[src/sv/scheduled_sine_voice_mixer_macros.svh]
// assertion macros for the voice mixer
`ifndef SCHEDULED_SINE_VOICE_MIXER_MACROS_SVH
`define SCHEDULED_SINE_VOICE_MIXER_MACROS_SVH

// same-cycle implication, checked outside reset
`define SSVM_ASSERT(lbl, ante, cons, msg) \
  lbl: assert property (@(posedge clk) disable iff (!rst_n) (ante) |-> (cons)) \
    else $error(msg);

// next-cycle implication, checked outside reset
`define SSVM_ASSERT_NXT(lbl, ante, cons, msg) \
  lbl: assert property (@(posedge clk) disable iff (!rst_n) (ante) |=> (cons)) \
    else $error(msg);

`endif

[src/sv/ssvm_ram.sv]
// generic single-port-write ram with registered read
module ssvm_ram #(
  parameter int WIDTH = 8,
  parameter int DEPTH = 16,
  localparam int AW = (DEPTH > 1) ? $clog2(DEPTH) : 1
) (
  input  logic             clk,
  input  logic             we,
  input  logic [AW-1:0]    waddr,
  input  logic [WIDTH-1:0] wdata,
  input  logic [AW-1:0]    raddr,
  output logic [WIDTH-1:0] rdata
);

  logic [WIDTH-1:0] mem_r [DEPTH];
  logic [WIDTH-1:0] rdata_r;

  always_ff @(posedge clk) begin
    if (we) begin
      mem_r[waddr] <= wdata;
    end
    rdata_r <= mem_r[raddr];
  end

  assign rdata = rdata_r;

endmodule

[config.mk]
export PLATFORM = sky130hd
export DESIGN_NAME = ssvm_ram
export DESIGN_NICKNAME = d
export VERILOG_FILES = /design/src/sv/scheduled_sine_voice_mixer_macros.svh /design/src/sv/ssvm_ram.sv
export SDC_FILE = /design/constraint.sdc
export NUM_CORES = 1
export LEC_CHECK = 0
export BUFFER_PORTS_ARGS = -buffer_cell sky130_fd_sc_hd__clkbuf_2
export CAP_MARGIN = 20
export CORE_ASPECT_RATIO = 1.2
export CORE_MARGIN = 2
export CORE_UTILIZATION = 68
export CTS_BUF_LIST = sky130_fd_sc_hd__clkbuf_8
export DETAILED_ROUTE_END_ITERATION = 7
export PLACE_DENSITY_LB_ADDON = 0.08
export SYNTH_ARGS = -nofsm -noshare
export SYNTH_HDL_FRONTEND = slang
export SYNTH_SLANG_ARGS = --single-unit
[constraint.sdc]
create_clock -name clk -period 3.7 [get_ports clk]
set_clock_uncertainty 0.2 [all_clocks]
set_input_delay 0.74 -clock clk [delete_from_list [all_inputs] [get_ports clk]]
set_output_delay 0.74 -clock clk [all_outputs]
set_load 0.02 [all_outputs]
==> results.py <==
metrics = {
    "routing": {
        "num_vias": 2380,
        "dr.pass1.iters": 4,
        "wl_mm": 8.98,
        "route.detailed.drc": 0,
        "drtIter0Drc": 184,
        "vias_per_cell": 6.42,
        "detail_route.wl_per_cell_microns": 24.2,
        "detail-route-antenna-nets": 0,
    },
    "clocking": {
        "cts-root-buf": "clkbuf_8",
        "path_clk_slew_ns": 0.07,
        "post_cts_buffers": 0,
        "cts-resized-gates": 0,
        "clockBufferDepth": 2,
        "insertion_delay_ns": 0.41,
        "htreeDepth": 4,
        "cts_num_sinks": 136,
        "cts-buffers-inserted": 17,
        "tritoncts": "yes",
        "cts-hold-fix-buffers": 0,
    },
    "placed_design": {
        "gp_congestion": 0.737,
        "dp_slack_ns": 0.961,
        "io_buffers": 25,
        "post-dp-hpwl_mm": 5.77,
    },
    "finish": {
        "fin_nets": 286,
        "syn_to_final_growth_pct": 13.3,
        "seq_area_sq_mm": 0.00400,
        "fill_cells": 361,
        "diodes": 0,
        "drive_gt1_share_pct": 28.5,
        "postLayoutCoreUtil_pct": 79.7,
        "multi_input_area_sq_mm": 0.00106,
    },
    "die": {
        "pin_count": 26,
        "rows": 34,
        "die_y_microns": 99.3,
        "coreArea_sq_mm": 0.00732,
        "start_util_pct": 70.3,
        "die_area_sq_mm": 0.00828,
        "dieWidth_microns": 83.4,
    },
    "worst_setup_path": {
        "r2r_cells": 3,
        "crit_chain": "clkbuf_2, buf_12, mux4_1, a22oi_1, nand2_1",
        "cpMaxStageDelayCell": "mux4_1",
        "rr_endpoint": "rdata[2]$_DFF_P_",
        "critPathKind": "in -> reg",
        "crit_fanout": 20,
        "r2r_slack_ns": 2.13,
        "rr_startpoint": "mem_r[6][2]$_DFFE_PP_",
        "critPathLaunchType": "input port",
        "startpoint": "raddr[0]",
        "cp_data_required_time_ns": 3.79,
        "max_stage_delay_ns": 0.56,
        "endpoint": "rdata[2]$_DFF_P_",
        "cp.arrival_ns": 2.39,
        "worst_setup_path_end_kind": "flip-flop",
    },
    "sta": {
        "fmax_mhz": 435,
        "final.period_utilization_pct": 62.2,
        "relSlewSlack_pct": 33.9,
        "tns_ns": 0,
        "maxSlewViolCount": 0,
        "setup_viol": 0,
        "rsz0062_at_grt": "no",
        "period_minus_slack_ns": 2.30,
        "worstMarginPinSlew_ns": 0.989,
        "final-hold-violation-count": 0,
        "setup_slack_ns": 1.40,
    },
    "synthesis": {
        "synthCells": 229,
        "synth_compound_area_share_pct": 2.33,
        "synth_largest_area_cell": "edfxtp_1",
        "muxShareOfSynthArea_pct": 15.0,
        "ys_seq_area_share_pct": 77.8,
        "synth_xor_area_share_pct": 0,
        "synth.net_count": 247,
        "synth_top_area_share_pct": 74.7,
        "ys_warn_count": 0,
        "synth_fa_ha_area_share_pct": 0,
        "yosysUniqueCellTypes": 19,
        "synth_top_family_by_area": "multiplexers",
        "synthesis.area_sq_mm": 0.00515,
        "yosys-top-cells-area": "edfxtp_1 (75%), mux4_2 (7.9%), mux4_1 (7.1%)",
        "synth_simple_gate_area_share_pct": 3.18,
        "avgSynthCellArea_sq_um": 22.5,
        "ys_ff_latch": 136,
    },
    "grt": {
        "grt_usage_pct": 23.9,
        "grt_pass1_vias": 2455,
        "grt_first_pass_wirelength_mm": 13.9,
        "antenna_found_initial": 0,
        "grt_overflow": 0,
        "grt_max_degree": 33,
    },
    "hold_path": {
        "min_path_cells": 3,
        "min_path_type": "reg -> reg",
    },
    "power_and_ir_drop": {
        "p_per_area_mw_per_mm2": 567,
        "p_total_mw": 3.30,
        "ir_drop_mv": 0.433,
        "leakage_nw": 1.96,
    },
    "flow_run": {
        "drv_cap": 0,
    },
    "run_status": {
        "outcome": "finished, final reports clean",
    },
}
==> worst min path at each step <==
| stage | slack, ns | from | endpoint |
|---|---|---|---|
| 3_3_place_gp | 0.45 | mem_r[11][3]$_DFFE_PP_ | rdata[3]$_DFF_P_ |
| 5_1_grt | 0.52 | mem_r[13][4]$_DFFE_PP_ | rdata[4]$_DFF_P_ |
| 4_1_cts | 0.49 | mem_r[12][0]$_DFFE_PP_ | rdata[0]$_DFF_P_ |
| 3_5_place_dp | 0.46 | mem_r[12][0]$_DFFE_PP_ | rdata[0]$_DFF_P_ |
| 2_1_floorplan | 0.43 | mem_r[7][0]$_DFFE_PP_ | rdata[0]$_DFF_P_ |
| 6_report | 0.48 | mem_r[12][0]$_DFFE_PP_ | rdata[0]$_DFF_P_ |
==> metal layers <==
layer	global-route usage, %	vias up	wire [microns]
li1	-	1049	-
met1	32.7	1214	3580
met2	39.1	107	4700
met3	5.64	10	560
met4	8.19	0	141
met5	0	-	0
==> layout by cell type, fill, tap and decap left out <==
cell / instances
clkbuf_8: 17
clkinv_1: 1
clkbuf_2: 25
and2b_1: 1
edfxtp_1: 128
nor2_1: 13
nand3_1: 1
nand2_1: 9
dfxtp_1: 8
nor2b_1: 1
nand2b_1: 2
a22oi_1: 16
and2_1: 1
inv_6: 2
mux4_1: 14
clkinv_4: 2
mux4_2: 18
bufinv_16: 6
buf_4: 4
or3b_2: 1
nand3b_1: 2
nor3_1: 4
clkinvlp_4: 4
buf_12: 1
==> through the flow <==
stage / hold WS [ns] / cells / instance area [sq um]
6_report: 0.484 / 371 / 5830
5_1_grt: 0.517 / 371 / 5830
4_1_cts: 0.491 / 371 / 5830
3_5_place_dp: 0.462 / 339 / 5350
3_3_place_gp: 0.452 / 339 / 5350
2_1_floorplan: 0.429 / 229 / 5150
==> Yosys cell counts <==
| cell type | count |
|---|---|
| edfxtp_1 | 128 |
| nand3b_1 | 2 |
| and2b_1 | 1 |
| nand2_1 | 9 |
| buf_4 | 1 |
| nand2b_1 | 2 |
| mux4_2 | 18 |
| buf_6 | 3 |
| nor3_1 | 4 |
| or3b_2 | 1 |
| mux4_1 | 14 |
| clkdlybuf4s25_2 | 3 |
| nor2_1 | 13 |
| and2_1 | 1 |
| buf_2 | 3 |
| nor2b_1 | 1 |
| nand3_1 | 1 |
| dfxtp_1 | 8 |
| a22oi_1 | 16 |
==> report_power, final <==
group	switching, mW	internal (mW)	total (mW)	leakage [nW]
Clock	0.537	0.874	1.41	0.226
Combinational	0.0985	0.0641	0.163	0.505
Sequential	0.0101	1.72	1.73	1.22
==> final cells by class <==
cell class / count / share of cell area [%]
clock inverter: 15 / 4.27
timing repair buffer: 30 / 3.00
clock buffer: 17 / 4.01
sequential: 136 / 68.7
multi-input combinational: 83 / 18.1
tap: 90 / 1.93
==> cell families (layout without fill, tap and decap cells) <==
group	Yosys count	count (layout)
DFF	136	136
and+or+nand+nor	35	35
muxes	32	32
AOI/OAI and AO/OA	16	16
buffers and inverters	10	62
==> registers in the layout (all words and copies together), names as in the netlist <==
| name | count |
|---|---|
| rdata | 8 |
| mem_r | 128 |
==> worst max-delay path: cells and delay by family <==
family / cells / cell delay (ns)
AO/OA/AOI/OAI: 1 / 0.30
AND/OR/NAND/NOR: 1 / 0.09
buffers and inverters: 2 / 0.67
multiplexers: 1 / 0.56
Power figures use the tool's default switching activity.
